### config.mk
export PLATFORM = sky130hd
export DESIGN_NAME = uart_command_frame_decoder
export DESIGN_NICKNAME = d
export VERILOG_FILES = /design/src/ucfd_pkg.sv /design/src/uart_command_frame_decoder.sv /design/src/ucfd_div.sv /design/src/ucfd_dp.sv /design/src/ucfd_ctrl.sv
export SDC_FILE = /design/constraint.sdc
export NUM_CORES = 1
export LEC_CHECK = 0
export BUFFER_PORTS_ARGS = -buffer_cell sky130_fd_sc_hd__buf_2
export CAP_MARGIN = 0
export CORE_MARGIN = 4
export CORE_UTILIZATION = 30
export CTS_CLUSTER_DIAMETER = 40
export DETAILED_ROUTE_END_ITERATION = 8
export SETUP_SLACK_MARGIN = 0.5
export SYNTH_ARGS = -nofsm -noshare
export SYNTH_HDL_FRONTEND = slang
export SYNTH_HIERARCHICAL = 1
export SYNTH_SLANG_ARGS = --single-unit
### constraint.sdc
create_clock -name clk -period 7.2 [get_ports clk]
set_input_delay 0.72 -clock clk [delete_from_list [all_inputs] [get_ports clk]]
set_output_delay 0.72 -clock clk [all_outputs]
set_load 0.005 [all_outputs]
### src/ucfd_pkg.sv
`default_nettype none
package ucfd_pkg;

  localparam int FRAME_DEPTH = 16;
  localparam int IDX_W = $clog2(FRAME_DEPTH);
  localparam int CNT_W = $clog2(FRAME_DEPTH + 1);
  localparam int DIV_W = 16;
  localparam int DCNT_W = $clog2(DIV_W + 1);

  localparam logic [7:0] SYNC_BYTE = 8'hFE;
  localparam logic [7:0] END_BYTE  = 8'h16;
  localparam logic [7:0] LEN_BYTE  = 8'h05;
  localparam logic [7:0] ARG_READ  = 8'hAA;

  localparam logic [7:0] CODE_KP    = 8'hA0;
  localparam logic [7:0] CODE_KI    = 8'hA1;
  localparam logic [7:0] CODE_KD    = 8'hA2;
  localparam logic [7:0] CODE_CUR   = 8'hA3;
  localparam logic [7:0] CODE_STEP  = 8'hA4;
  localparam logic [7:0] CODE_EN    = 8'hA5;
  localparam logic [7:0] CODE_DIR   = 8'hA6;
  localparam logic [7:0] CODE_RGAIN = 8'hB0;
  localparam logic [7:0] CODE_RCUR  = 8'hB1;
  localparam logic [7:0] CODE_RSTEP = 8'hB2;
  localparam logic [7:0] CODE_REN   = 8'hB3;
  localparam logic [7:0] CODE_RDIR  = 8'hB4;
  localparam logic [7:0] CODE_MIN   = 8'hA0;
  localparam logic [7:0] CODE_MAX   = 8'hBF;

  localparam logic [15:0] EN_ACT_LOW  = 16'h00AA;
  localparam logic [15:0] EN_ACT_HIGH = 16'h0055;
  localparam logic [15:0] DIR_FWD     = 16'h0011;
  localparam logic [15:0] DIR_REV     = 16'h0022;

  localparam logic [15:0] CUR_SCALE  = 16'd100;
  localparam logic [15:0] STEP_FULL  = 16'd64;
  localparam logic [15:0] GEAR_FULL  = 16'd16384;

  // divide by 100 as multiply by ceil(2^23 / 100) and shift, exact for 16-bit values
  localparam logic [16:0] CUR_RECIP = 17'd83887;
  localparam int          CUR_SHIFT = 23;

  localparam logic [2:0] STS_WRITE_OK  = 3'd0;
  localparam logic [2:0] STS_READ      = 3'd1;
  localparam logic [2:0] STS_FRAME_ERR = 3'd2;
  localparam logic [2:0] STS_CHK_ERR   = 3'd3;
  localparam logic [2:0] STS_LEN_ERR   = 3'd4;
  localparam logic [2:0] STS_RANGE_ERR = 3'd5;
  localparam logic [2:0] STS_UNDEF     = 3'd6;
  localparam logic [2:0] STS_ARG_ERR   = 3'd7;

  localparam logic [2:0] ITEM_KP    = 3'd0;
  localparam logic [2:0] ITEM_KI    = 3'd1;
  localparam logic [2:0] ITEM_KD    = 3'd2;
  localparam logic [2:0] ITEM_CUR   = 3'd3;
  localparam logic [2:0] ITEM_STEP  = 3'd4;
  localparam logic [2:0] ITEM_GEAR  = 3'd5;
  localparam logic [2:0] ITEM_EN    = 3'd6;
  localparam logic [2:0] ITEM_DIR   = 3'd7;

  typedef enum logic [2:0] {
    ST_IDLE, ST_WALK, ST_DIVA_GO, ST_DIVA_WAIT, ST_DIVB_GO, ST_DIVB_WAIT, ST_APPLY, ST_SEND
  } state_t;

  typedef struct packed {
    logic wr;
    logic walk_init;
    logic walk;
    logic div_start;
    logic div_b;
    logic apply;
    logic next;
    logic finish;
  } ctrl_cmd_t;

  typedef struct packed {
    logic bad;
    logic walk_done;
    logic need_diva;
    logic need_divb;
    logic div_done;
    logic last;
  } dp_stat_t;

endpackage
`default_nettype wire

### src/uart_command_frame_decoder.sv
// a data byte is taken and causes no result
// an idle item walks the frame buffer (skipped for a frame under three bytes or overflowed), then
// two 16-step divisions run for a valid step command or step read; current is scaled by a multiply
// results leave one per cycle from the decode registers while out_tready is high;
// the next item is taken after the last
// synchronous active-low reset clears counters and settings (step divisor to one); buffer not cleared
`default_nettype none
module uart_command_frame_decoder (
  input  wire logic        clk,
  input  wire logic        rst_n,
  input  wire logic        in_tvalid,
  output logic             in_tready,
  input  wire logic [7:0]  in_tdata,   // rx_byte
  input  wire logic        in_tuser,   // cmd
  output logic             out_tvalid,
  input  wire logic        out_tready,
  // item[2:0] value[18:3] store_request[19] loop_reinit[20] enable_mode_out[21]
  // direction_out[22] current_code_out[32:23] step_divisor_out[39:33]
  output logic [39:0]      out_tdata,
  output logic [2:0]       out_tuser,  // status
  output logic             out_tlast
);

  ucfd_pkg::ctrl_cmd_t cmd;
  ucfd_pkg::dp_stat_t  stat;
  logic [2:0]  item;
  logic [15:0] value;
  logic        store_request, loop_reinit, en, dir;
  logic [9:0]  cur;
  logic [6:0]  sd;

  ucfd_ctrl u_ctrl (
    .clk        (clk),
    .rst_n      (rst_n),
    .in_tvalid  (in_tvalid),
    .in_tuser   (in_tuser),
    .out_tready (out_tready),
    .stat       (stat),
    .cmd        (cmd),
    .in_tready  (in_tready),
    .out_tvalid (out_tvalid)
  );

  ucfd_dp u_dp (
    .clk              (clk),
    .rst_n            (rst_n),
    .cmd              (cmd),
    .rx_byte          (in_tdata),
    .stat             (stat),
    .status           (out_tuser),
    .item             (item),
    .value            (value),
    .last             (out_tlast),
    .store_request    (store_request),
    .loop_reinit      (loop_reinit),
    .enable_mode_out  (en),
    .direction_out    (dir),
    .current_code_out (cur),
    .step_divisor_out (sd)
  );

  assign out_tdata = {sd, cur, dir, en, loop_reinit, store_request, value, item};

`ifndef SYNTHESIS
  a_one_side: assert property (@(posedge clk) disable iff (!rst_n)
    !(in_tready && out_tvalid)) else $error("input and output active together");
  a_back_idle: assert property (@(posedge clk) disable iff (!rst_n)
    out_tvalid && out_tready && out_tlast |=> in_tready) else $error("no return to idle");
  a_err_last: assert property (@(posedge clk) disable iff (!rst_n)
    out_tvalid && (out_tuser == ucfd_pkg::STS_FRAME_ERR || out_tuser == ucfd_pkg::STS_CHK_ERR ||
    out_tuser == ucfd_pkg::STS_LEN_ERR) |-> out_tlast) else $error("error item not last");
`endif

endmodule
`default_nettype wire

### src/ucfd_div.sv
`default_nettype none
module ucfd_div (
  input  wire logic                        clk,
  input  wire logic                        rst_n,
  input  wire logic                        start,
  input  wire logic [ucfd_pkg::DIV_W-1:0]  dividend,
  input  wire logic [ucfd_pkg::DIV_W-1:0]  divisor,
  output logic                             done,
  output logic [ucfd_pkg::DIV_W-1:0]       quotient
);

  logic [ucfd_pkg::DIV_W-1:0]  quo_r, quo_nxt;
  logic [ucfd_pkg::DIV_W-1:0]  rem_r, rem_nxt;
  logic [ucfd_pkg::DIV_W-1:0]  dsr_r;
  logic [ucfd_pkg::DCNT_W-1:0] cnt_r;
  logic                        busy_r, done_r;
  logic [ucfd_pkg::DIV_W:0]    rem_sh;

  // one restoring step a cycle
  always_comb begin
    rem_sh = {rem_r, quo_r[ucfd_pkg::DIV_W-1]};
    if (rem_sh >= {1'b0, dsr_r}) begin
      rem_nxt = ucfd_pkg::DIV_W'(rem_sh - {1'b0, dsr_r});
      quo_nxt = {quo_r[ucfd_pkg::DIV_W-2:0], 1'b1};
    end else begin
      rem_nxt = rem_sh[ucfd_pkg::DIV_W-1:0];
      quo_nxt = {quo_r[ucfd_pkg::DIV_W-2:0], 1'b0};
    end
  end

  always_ff @(posedge clk) begin
    if (!rst_n) begin
      busy_r <= 1'b0;
      done_r <= 1'b0;
      cnt_r  <= '0;
    end else begin
      done_r <= 1'b0;
      if (start) begin
        busy_r <= 1'b1;
        cnt_r  <= ucfd_pkg::DCNT_W'(ucfd_pkg::DIV_W);
      end else if (busy_r) begin
        cnt_r <= cnt_r - 1'b1;
        if (cnt_r == ucfd_pkg::DCNT_W'(1)) begin
          busy_r <= 1'b0;
          done_r <= 1'b1;
        end
      end
    end
  end

  always_ff @(posedge clk) begin
    if (start) begin
      quo_r <= dividend;
      dsr_r <= divisor;
      rem_r <= '0;
    end else if (busy_r) begin
      quo_r <= quo_nxt;
      rem_r <= rem_nxt;
    end
  end

  assign done     = done_r;
  // zero divisor gives zero
  assign quotient = (dsr_r == '0) ? '0 : quo_r;

endmodule
`default_nettype wire

### src/ucfd_dp.sv
`default_nettype none
module ucfd_dp (
  input  wire logic                 clk,
  input  wire logic                 rst_n,
  input  wire ucfd_pkg::ctrl_cmd_t  cmd,
  input  wire logic [7:0]           rx_byte,
  output ucfd_pkg::dp_stat_t        stat,
  output logic [2:0]                status,
  output logic [2:0]                item,
  output logic [15:0]               value,
  output logic                      last,
  output logic                      store_request,
  output logic                      loop_reinit,
  output logic                      enable_mode_out,
  output logic                      direction_out,
  output logic [9:0]                current_code_out,
  output logic [6:0]                step_divisor_out
);

  localparam int CW = ucfd_pkg::CNT_W;

  logic [7:0]    mem [ucfd_pkg::FRAME_DEPTH];
  logic [CW-1:0] byte_cnt_r;
  logic          ovf_r;
  logic [CW-1:0] rd_k_r, pk_r;
  logic          pv_r;
  logic [7:0]    rdata_r;
  logic [7:0]    sum_r, chk_r, len_r, code_r, hi_r, lo_r;
  logic          ok0_r, ok1_r, okend_r;
  logic [1:0]    idx_r;
  logic [15:0]   qa_r, qb_r;
  logic [15:0]   gp_r, gi_r, gd_r;
  logic [9:0]    cur_r;
  logic [6:0]    sd_r;
  logic          en_r, dir_r;

  logic          div_done;
  logic [15:0]   div_q, div_dvd, div_dsr;
  logic [15:0]   arg;
  logic [CW:0]   k_ext, n_ext;
  logic          frame_ok, dec_ok, arg_ok, rd_step;
  logic [1:0]    cnt;
  logic [15:0]   cur_ma;
  logic [32:0]   cur_prod;
  logic [9:0]    cur_q;

  assign arg    = {hi_r, lo_r};
  assign arg_ok = (hi_r == ucfd_pkg::ARG_READ) && (lo_r == ucfd_pkg::ARG_READ);
  assign k_ext  = {1'b0, pk_r};
  assign n_ext  = {1'b0, byte_cnt_r};
  assign frame_ok = !stat.bad && ok0_r && ok1_r && okend_r;
  assign dec_ok = frame_ok && (sum_r == chk_r) && (len_r == ucfd_pkg::LEN_BYTE);
  assign rd_step = (code_r == ucfd_pkg::CODE_RSTEP) && arg_ok;
  assign cur_ma = 16'(cur_r * 7'd100);
  assign cur_prod = {17'd0, arg} * {16'd0, ucfd_pkg::CUR_RECIP};
  assign cur_q    = cur_prod[ucfd_pkg::CUR_SHIFT +: 10];

  always_comb begin
    stat.bad       = ovf_r || (byte_cnt_r < CW'(3));
    stat.walk_done = cmd.walk && (rd_k_r == byte_cnt_r) && !pv_r;
    stat.need_diva = dec_ok && (code_r == ucfd_pkg::CODE_STEP || rd_step);
    stat.need_divb = dec_ok && (code_r == ucfd_pkg::CODE_STEP || rd_step);
    stat.div_done  = div_done;
    stat.last      = (idx_r == cnt - 2'd1);
  end

  always_comb begin
    div_dvd = ucfd_pkg::STEP_FULL;
    div_dsr = {9'd0, sd_r};
    if (!cmd.div_b) begin
      if (code_r == ucfd_pkg::CODE_STEP) begin
        div_dsr = arg;
      end
    end else begin
      if (code_r == ucfd_pkg::CODE_STEP) div_dsr = {9'd0, qa_r[6:0]};
      else div_dvd = ucfd_pkg::GEAR_FULL;
    end
  end

  ucfd_div u_div (
    .clk      (clk),
    .rst_n    (rst_n),
    .start    (cmd.div_start),
    .dividend (div_dvd),
    .divisor  (div_dsr),
    .done     (div_done),
    .quotient (div_q)
  );

  always_ff @(posedge clk) begin
    if (cmd.wr && byte_cnt_r < CW'(ucfd_pkg::FRAME_DEPTH))
      mem[byte_cnt_r[ucfd_pkg::IDX_W-1:0]] <= rx_byte;
    rdata_r <= mem[rd_k_r[ucfd_pkg::IDX_W-1:0]];
  end

  always_ff @(posedge clk) begin
    if (!rst_n) begin
      byte_cnt_r <= '0;
      ovf_r      <= 1'b0;
      rd_k_r     <= '0;
      pv_r       <= 1'b0;
      idx_r      <= '0;
      gp_r       <= '0;
      gi_r       <= '0;
      gd_r       <= '0;
      cur_r      <= '0;
      sd_r       <= 7'd1;
      en_r       <= 1'b0;
      dir_r      <= 1'b0;
    end else begin
      if (cmd.wr) begin
        if (byte_cnt_r < CW'(ucfd_pkg::FRAME_DEPTH)) byte_cnt_r <= byte_cnt_r + 1'b1;
        else ovf_r <= 1'b1;
      end
      if (cmd.finish) begin
        byte_cnt_r <= '0;
        ovf_r      <= 1'b0;
      end
      if (cmd.walk_init) begin
        rd_k_r <= '0;
        pv_r   <= 1'b0;
        idx_r  <= '0;
      end else if (cmd.walk) begin
        if (rd_k_r < byte_cnt_r) begin
          rd_k_r <= rd_k_r + 1'b1;
          pv_r   <= 1'b1;
        end else begin
          pv_r <= 1'b0;
        end
      end
      if (cmd.next) idx_r <= idx_r + 1'b1;
      if (cmd.apply && dec_ok) begin
        case (code_r)
          ucfd_pkg::CODE_KP:   gp_r  <= arg;
          ucfd_pkg::CODE_KI:   gi_r  <= arg;
          ucfd_pkg::CODE_KD:   gd_r  <= arg;
          ucfd_pkg::CODE_CUR:  cur_r <= cur_q;
          ucfd_pkg::CODE_STEP: sd_r  <= qa_r[6:0];
          ucfd_pkg::CODE_EN: begin
            if (arg == ucfd_pkg::EN_ACT_LOW) en_r <= 1'b0;
            else if (arg == ucfd_pkg::EN_ACT_HIGH) en_r <= 1'b1;
          end
          ucfd_pkg::CODE_DIR: begin
            if (arg == ucfd_pkg::DIR_FWD) dir_r <= 1'b1;
            else if (arg == ucfd_pkg::DIR_REV) dir_r <= 1'b0;
          end
          default: ;
        endcase
      end
    end
  end

  // frame checks as the buffer is walked, one byte a cycle
  always_ff @(posedge clk) begin
    pk_r <= rd_k_r;
    if (cmd.walk_init) begin
      sum_r   <= '0;
      ok0_r   <= 1'b0;
      ok1_r   <= 1'b0;
      okend_r <= 1'b0;
    end else if (cmd.walk && pv_r) begin
      if (k_ext == '0) ok0_r <= (rdata_r == ucfd_pkg::SYNC_BYTE);
      if (k_ext == (CW+1)'(1)) ok1_r <= (rdata_r == ucfd_pkg::SYNC_BYTE);
      if (k_ext + 1'b1 == n_ext) okend_r <= (rdata_r == ucfd_pkg::END_BYTE);
      if (k_ext + (CW+1)'(2) == n_ext) chk_r <= rdata_r;
      if (k_ext >= (CW+1)'(2) && k_ext + (CW+1)'(3) <= n_ext) sum_r <= sum_r + rdata_r;
      if (k_ext == (CW+1)'(2)) len_r  <= rdata_r;
      if (k_ext == (CW+1)'(3)) code_r <= rdata_r;
      if (k_ext == (CW+1)'(4)) hi_r   <= rdata_r;
      if (k_ext == (CW+1)'(5)) lo_r   <= rdata_r;
    end
    if (div_done) begin
      if (cmd.div_b) qb_r <= div_q;
      else qa_r <= div_q;
    end
  end

  always_comb begin
    status        = ucfd_pkg::STS_FRAME_ERR;
    item          = ucfd_pkg::ITEM_KP;
    value         = '0;
    store_request = 1'b0;
    loop_reinit   = 1'b0;
    cnt           = 2'd1;
    if (!frame_ok) begin
      status = ucfd_pkg::STS_FRAME_ERR;
    end else if (sum_r != chk_r) begin
      status = ucfd_pkg::STS_CHK_ERR;
    end else if (len_r != ucfd_pkg::LEN_BYTE) begin
      status = ucfd_pkg::STS_LEN_ERR;
    end else if (code_r < ucfd_pkg::CODE_MIN || code_r > ucfd_pkg::CODE_MAX) begin
      status        = ucfd_pkg::STS_RANGE_ERR;
      store_request = 1'b1;
    end else begin
      status        = ucfd_pkg::STS_WRITE_OK;
      store_request = 1'b1;
      case (code_r) inside
        ucfd_pkg::CODE_KP: value = gp_r;
        ucfd_pkg::CODE_KI: begin item = ucfd_pkg::ITEM_KI; value = gi_r; end
        ucfd_pkg::CODE_KD: begin item = ucfd_pkg::ITEM_KD; value = gd_r; end
        ucfd_pkg::CODE_CUR: begin item = ucfd_pkg::ITEM_CUR; value = cur_ma; end
        ucfd_pkg::CODE_STEP: begin
          item        = ucfd_pkg::ITEM_STEP;
          value       = qb_r;
          loop_reinit = 1'b1;
        end
        ucfd_pkg::CODE_EN: begin
          item        = ucfd_pkg::ITEM_EN;
          value       = {15'd0, en_r};
          loop_reinit = 1'b1;
        end
        ucfd_pkg::CODE_DIR: begin item = ucfd_pkg::ITEM_DIR; value = {15'd0, dir_r}; end
        [ucfd_pkg::CODE_RGAIN:ucfd_pkg::CODE_RDIR]: begin
          if (!arg_ok) begin
            status = ucfd_pkg::STS_ARG_ERR;
          end else begin
            status        = ucfd_pkg::STS_READ;
            store_request = 1'b0;
            case (code_r)
              ucfd_pkg::CODE_RGAIN: begin
                cnt = 2'd3;
                if (idx_r == 2'd0) value = gp_r;
                else if (idx_r == 2'd1) begin item = ucfd_pkg::ITEM_KI; value = gi_r; end
                else begin item = ucfd_pkg::ITEM_KD; value = gd_r; end
              end
              ucfd_pkg::CODE_RCUR: begin item = ucfd_pkg::ITEM_CUR; value = cur_ma; end
              ucfd_pkg::CODE_RSTEP: begin
                cnt = 2'd2;
                if (idx_r == 2'd0) begin item = ucfd_pkg::ITEM_STEP; value = qa_r; end
                else begin item = ucfd_pkg::ITEM_GEAR; value = qb_r; end
              end
              ucfd_pkg::CODE_REN: begin item = ucfd_pkg::ITEM_EN; value = {15'd0, en_r}; end
              default: begin item = ucfd_pkg::ITEM_DIR; value = {15'd0, dir_r}; end
            endcase
          end
        end
        default: status = ucfd_pkg::STS_UNDEF;
      endcase
    end
  end

  assign last             = stat.last;
  assign enable_mode_out  = en_r;
  assign direction_out    = dir_r;
  assign current_code_out = cur_r;
  assign step_divisor_out = sd_r;

endmodule
`default_nettype wire

### src/ucfd_ctrl.sv
`default_nettype none
module ucfd_ctrl (
  input  wire logic                clk,
  input  wire logic                rst_n,
  input  wire logic                in_tvalid,
  input  wire logic                in_tuser,
  input  wire logic                out_tready,
  input  wire ucfd_pkg::dp_stat_t  stat,
  output ucfd_pkg::ctrl_cmd_t      cmd,
  output logic                     in_tready,
  output logic                     out_tvalid
);

  ucfd_pkg::state_t state_r, state_nxt;
  logic in_acc, out_acc;

  assign in_acc  = in_tvalid && in_tready;
  assign out_acc = out_tvalid && out_tready;

  always_ff @(posedge clk) begin
    if (!rst_n) state_r <= ucfd_pkg::ST_IDLE;
    else state_r <= state_nxt;
  end

  always_comb begin
    state_nxt = state_r;
    unique case (state_r)
      ucfd_pkg::ST_IDLE:
        if (in_acc && in_tuser) state_nxt = stat.bad ? ucfd_pkg::ST_SEND : ucfd_pkg::ST_WALK;
      ucfd_pkg::ST_WALK:
        if (stat.walk_done)
          state_nxt = stat.need_diva ? ucfd_pkg::ST_DIVA_GO : ucfd_pkg::ST_APPLY;
      ucfd_pkg::ST_DIVA_GO: state_nxt = ucfd_pkg::ST_DIVA_WAIT;
      ucfd_pkg::ST_DIVA_WAIT:
        if (stat.div_done)
          state_nxt = stat.need_divb ? ucfd_pkg::ST_DIVB_GO : ucfd_pkg::ST_APPLY;
      ucfd_pkg::ST_DIVB_GO: state_nxt = ucfd_pkg::ST_DIVB_WAIT;
      ucfd_pkg::ST_DIVB_WAIT:
        if (stat.div_done) state_nxt = ucfd_pkg::ST_APPLY;
      ucfd_pkg::ST_APPLY: state_nxt = ucfd_pkg::ST_SEND;
      ucfd_pkg::ST_SEND:
        if (out_acc && stat.last) state_nxt = ucfd_pkg::ST_IDLE;
      default: state_nxt = ucfd_pkg::ST_IDLE;
    endcase
  end

  always_comb begin
    cmd        = '0;
    in_tready  = 1'b0;
    out_tvalid = 1'b0;
    unique case (state_r)
      ucfd_pkg::ST_IDLE: begin
        in_tready     = 1'b1;
        cmd.wr        = in_acc && !in_tuser;
        cmd.walk_init = in_acc && in_tuser;
      end
      ucfd_pkg::ST_WALK: cmd.walk = 1'b1;
      ucfd_pkg::ST_DIVA_GO: cmd.div_start = 1'b1;
      ucfd_pkg::ST_DIVA_WAIT: ;
      ucfd_pkg::ST_DIVB_GO: begin
        cmd.div_start = 1'b1;
        cmd.div_b     = 1'b1;
      end
      ucfd_pkg::ST_DIVB_WAIT: cmd.div_b = 1'b1;
      ucfd_pkg::ST_APPLY: cmd.apply = 1'b1;
      ucfd_pkg::ST_SEND: begin
        out_tvalid = 1'b1;
        cmd.next   = out_acc && !stat.last;
        cmd.finish = out_acc && stat.last;
      end
      default: ;
    endcase
  end

endmodule
`default_nettype wire
==> out/qor.txt <==
Synth warnings = 6
Slew headroom = 0.185
skew final = 0.0357 ns
Avg Cell Area, Syn = 11.1 µm²
Async SR Flop Fraction = 0
remaining antenna violation count = 0
DRC Markers = 0
Overall Power = 0.00684 W
placed insts = 3,125
Max FO, Critical Path = 10
final period utilization = 0.864
Placement Setup Slack = 0.806 ns
top post-synthesis cells by count = 232 x edfxtp_1, 226 x ha_1, 213 x nand2_1
Seq cells post-synth = 363
DIE AREA = 81,900 µm²
Clock Tree Buf Depth = 3
RePlAce Congestion = 0.900
ranking of synthesized cells by area = edfxtp_1 30%, ha_1 12%, dfxtp_1 11%, fa_1 9.0%, mux4_2 4.6%
total CTS buffers = 57
antenna violations before repair = 1
final WL = 61.6 mm
max-slew violations = 0
Cell Count, Final, Fillers Out = 3,233
row count = 101
clk slew on worst S/H paths = 0.06 ns
unrepaired setup endpoints after global routing = no
clk_lat worst skew = 0.62 ns
# Post-CTS Setup Buffers = 0
Initial Util = 0.304
Worst Path Required = 7.67 ns
final setup violation count = 0
antenna cell count = 0
# IOs = 59
root buf cell = clkbuf_16
CTS resizes = 0
pin count of the biggest net entering global routing = 80
design area = 26,500 µm²
biggest area consumer among synthesized cells = edfxtp_1
Die Y-Extent = 286 µm
PD cells = 258 nW/µm²
DR WL/cell = 19.0 µm
GR Util All Layers = 0.149
count of final hold-check violations = 0
I/O Buffers = 58
Mapped Cells = 2,092
Leakage = 10.5 nW
EDFF count, synth = 232
crit path DAT = 6.69 ns
HPWL after DPL = 46.1 mm
final setup TNS = 0 ns
Overflow after GRT = 0
final net count = 2,497
type of the most critical hold path = reg2reg
vias = 16,300
global-route wire length before repair = 96.4 mm
number of global-route vias before repair = 16,500
MaxCap Viol Count = 0
Fmax = 161 MHz
CP Launch Type = register
Max VDD drop = 277 µV
Placed Instance Area = 24,600 µm²
Hold Buf Count CTS = 0
register area share after synthesis = 0.413
ys flop type = edfxtp_1
worst setup margin = 0.980 ns
Die Wd = 286 µm
Worst-Margin Slew = 1.21 ns
top cell type's share of synthesized area = 0.300
1st-pass router iterations = 5
Area Growth Syn to Fin = 14.4%
Tmin final = 6.22 ns
Num Clock Sinks = 363
Vias/cell = 5.03
Setup crit end kind = register
share of layout cells above drive strength 1 = 0.138
synthesized area = 23,200 µm²
worst setup path category = reg2reg
initial drt markers = 1,332
H-tree depth = 2
status = complete, no violations
CTS tree = yes
number of distinct library cells after synthesis = 97
core footprint = 76,300 µm²
count leader, synth = edfxtp_1
-- cell type report --
class	count	area [µm²]
Multi-Input combinational cell	1442	12400
Timing Repair Buffer	80	455
Tap cell	1030	1290
Clock inverter	34	363
Clock buffer	74	1620
Sequential cell	363	9590
Inverter	210	788
Fill cell	7583	49800
-- stage by stage --
step / hold slack (ns) / util
after global placement: 0.386 / 0.322
after detailed placement: 0.384 / 0.322
after CTS: 0.398 / 0.348
after global routing: 0.409 / 0.348
final: 0.397 / 0.348
after floorplan: 0.353 / -
-- placed cells by master (no fill, tap or decap), drive strengths merged, types with 16 or more instances in the layout --
cell type / instances
mux4: 47
mux2: 26
edfxtp: 232
nand2: 217
ha: 226
and3: 22
nor2: 118
inv: 219
fa: 104
dfxtp: 131
a21oi: 105
and2: 37
clkinv: 20
nand3: 42
o21ai: 57
a21o: 16
a21boi: 61
o22ai: 16
buf: 80
nor3: 36
xor2: 29
nor2b: 16
clkbuf: 74
xnor2: 31
mux2i: 28
-- cells by family after synthesis --
kind of cell | synth area share
AND/OR/NAND/NOR | 0.120
AO/OA/AOI/OAI | 0.108
flip-flops | 0.413
adder cells (fa/ha/maj) | 0.212
buffers and inverters | 0.0536
multiplexers | 0.0703
XOR/XNOR | 0.0226
other | 0.000162
-- routing by layer --
metal | vias to the layer above | global-route usage | part of all wire
met3 | 82 | 0.0286 | 0.068
met4 | 2 | 0.0423 | 0.026
li1 | 7582 | - | -
met5 | - | 0 | 0.00021
met2 | 525 | 0.244 | 0.47
met1 | 8074 | 0.202 | 0.43
-- power by group --
group / internal, W / switching (W)
clock: 0.00169 / 0.00105
combinational: 0.000582 / 0.000876
sequential: 0.00248 / 0.000164
total: 0.00475 / 0.00209
-- state kept, by name, summed over array words and instances (netlist names), 10 cells and up --
register,cells
u_dp/current_code_out,10
u_dp/u_div/rem_r,16
u_dp/gi_r,16
u_dp/qb_r,16
u_dp/qa_r,16
u_dp/u_div/quo_r,16
u_dp/gp_r,16
u_dp/gd_r,16
u_dp/u_div/dsr_r,16
u_dp/mem,128
-- critical path: stages, from the launching register on --
cell	delay [ns]
edfxtp_1	0.62
fa_1	0.70
inv_1	0.09
fa_1	0.51
inv_1	0.06
fa_1	0.51
fa_1	0.52
fa_1	0.53
fa_1	0.49
ha_1	0.32
nand4_1	0.14
nor2_1	0.07
a211oi_2	0.38
o211ai_1	0.13
o221ai_1	0.36
a21oi_1	0.16
a21o_1	0.22
xnor2_1	0.16
a21oi_1	0.09
-- path summary, 6_finish.rpt --
check,cells past startpoint,end,slack [ns],from
worst max-delay path,18,u_dp/current_code_out[7],0.98,u_dp/hi_r[4]
worst min-delay path,0,u_dp/pk_r[4],0.40,u_dp/rd_k_r[4]
worst max register to register,18,u_dp/current_code_out[7],0.98,u_dp/hi_r[4]
worst min register to register,0,u_dp/pk_r[4],0.40,u_dp/rd_k_r[4]
Note: power is estimated with default switching activity, not from simulation.
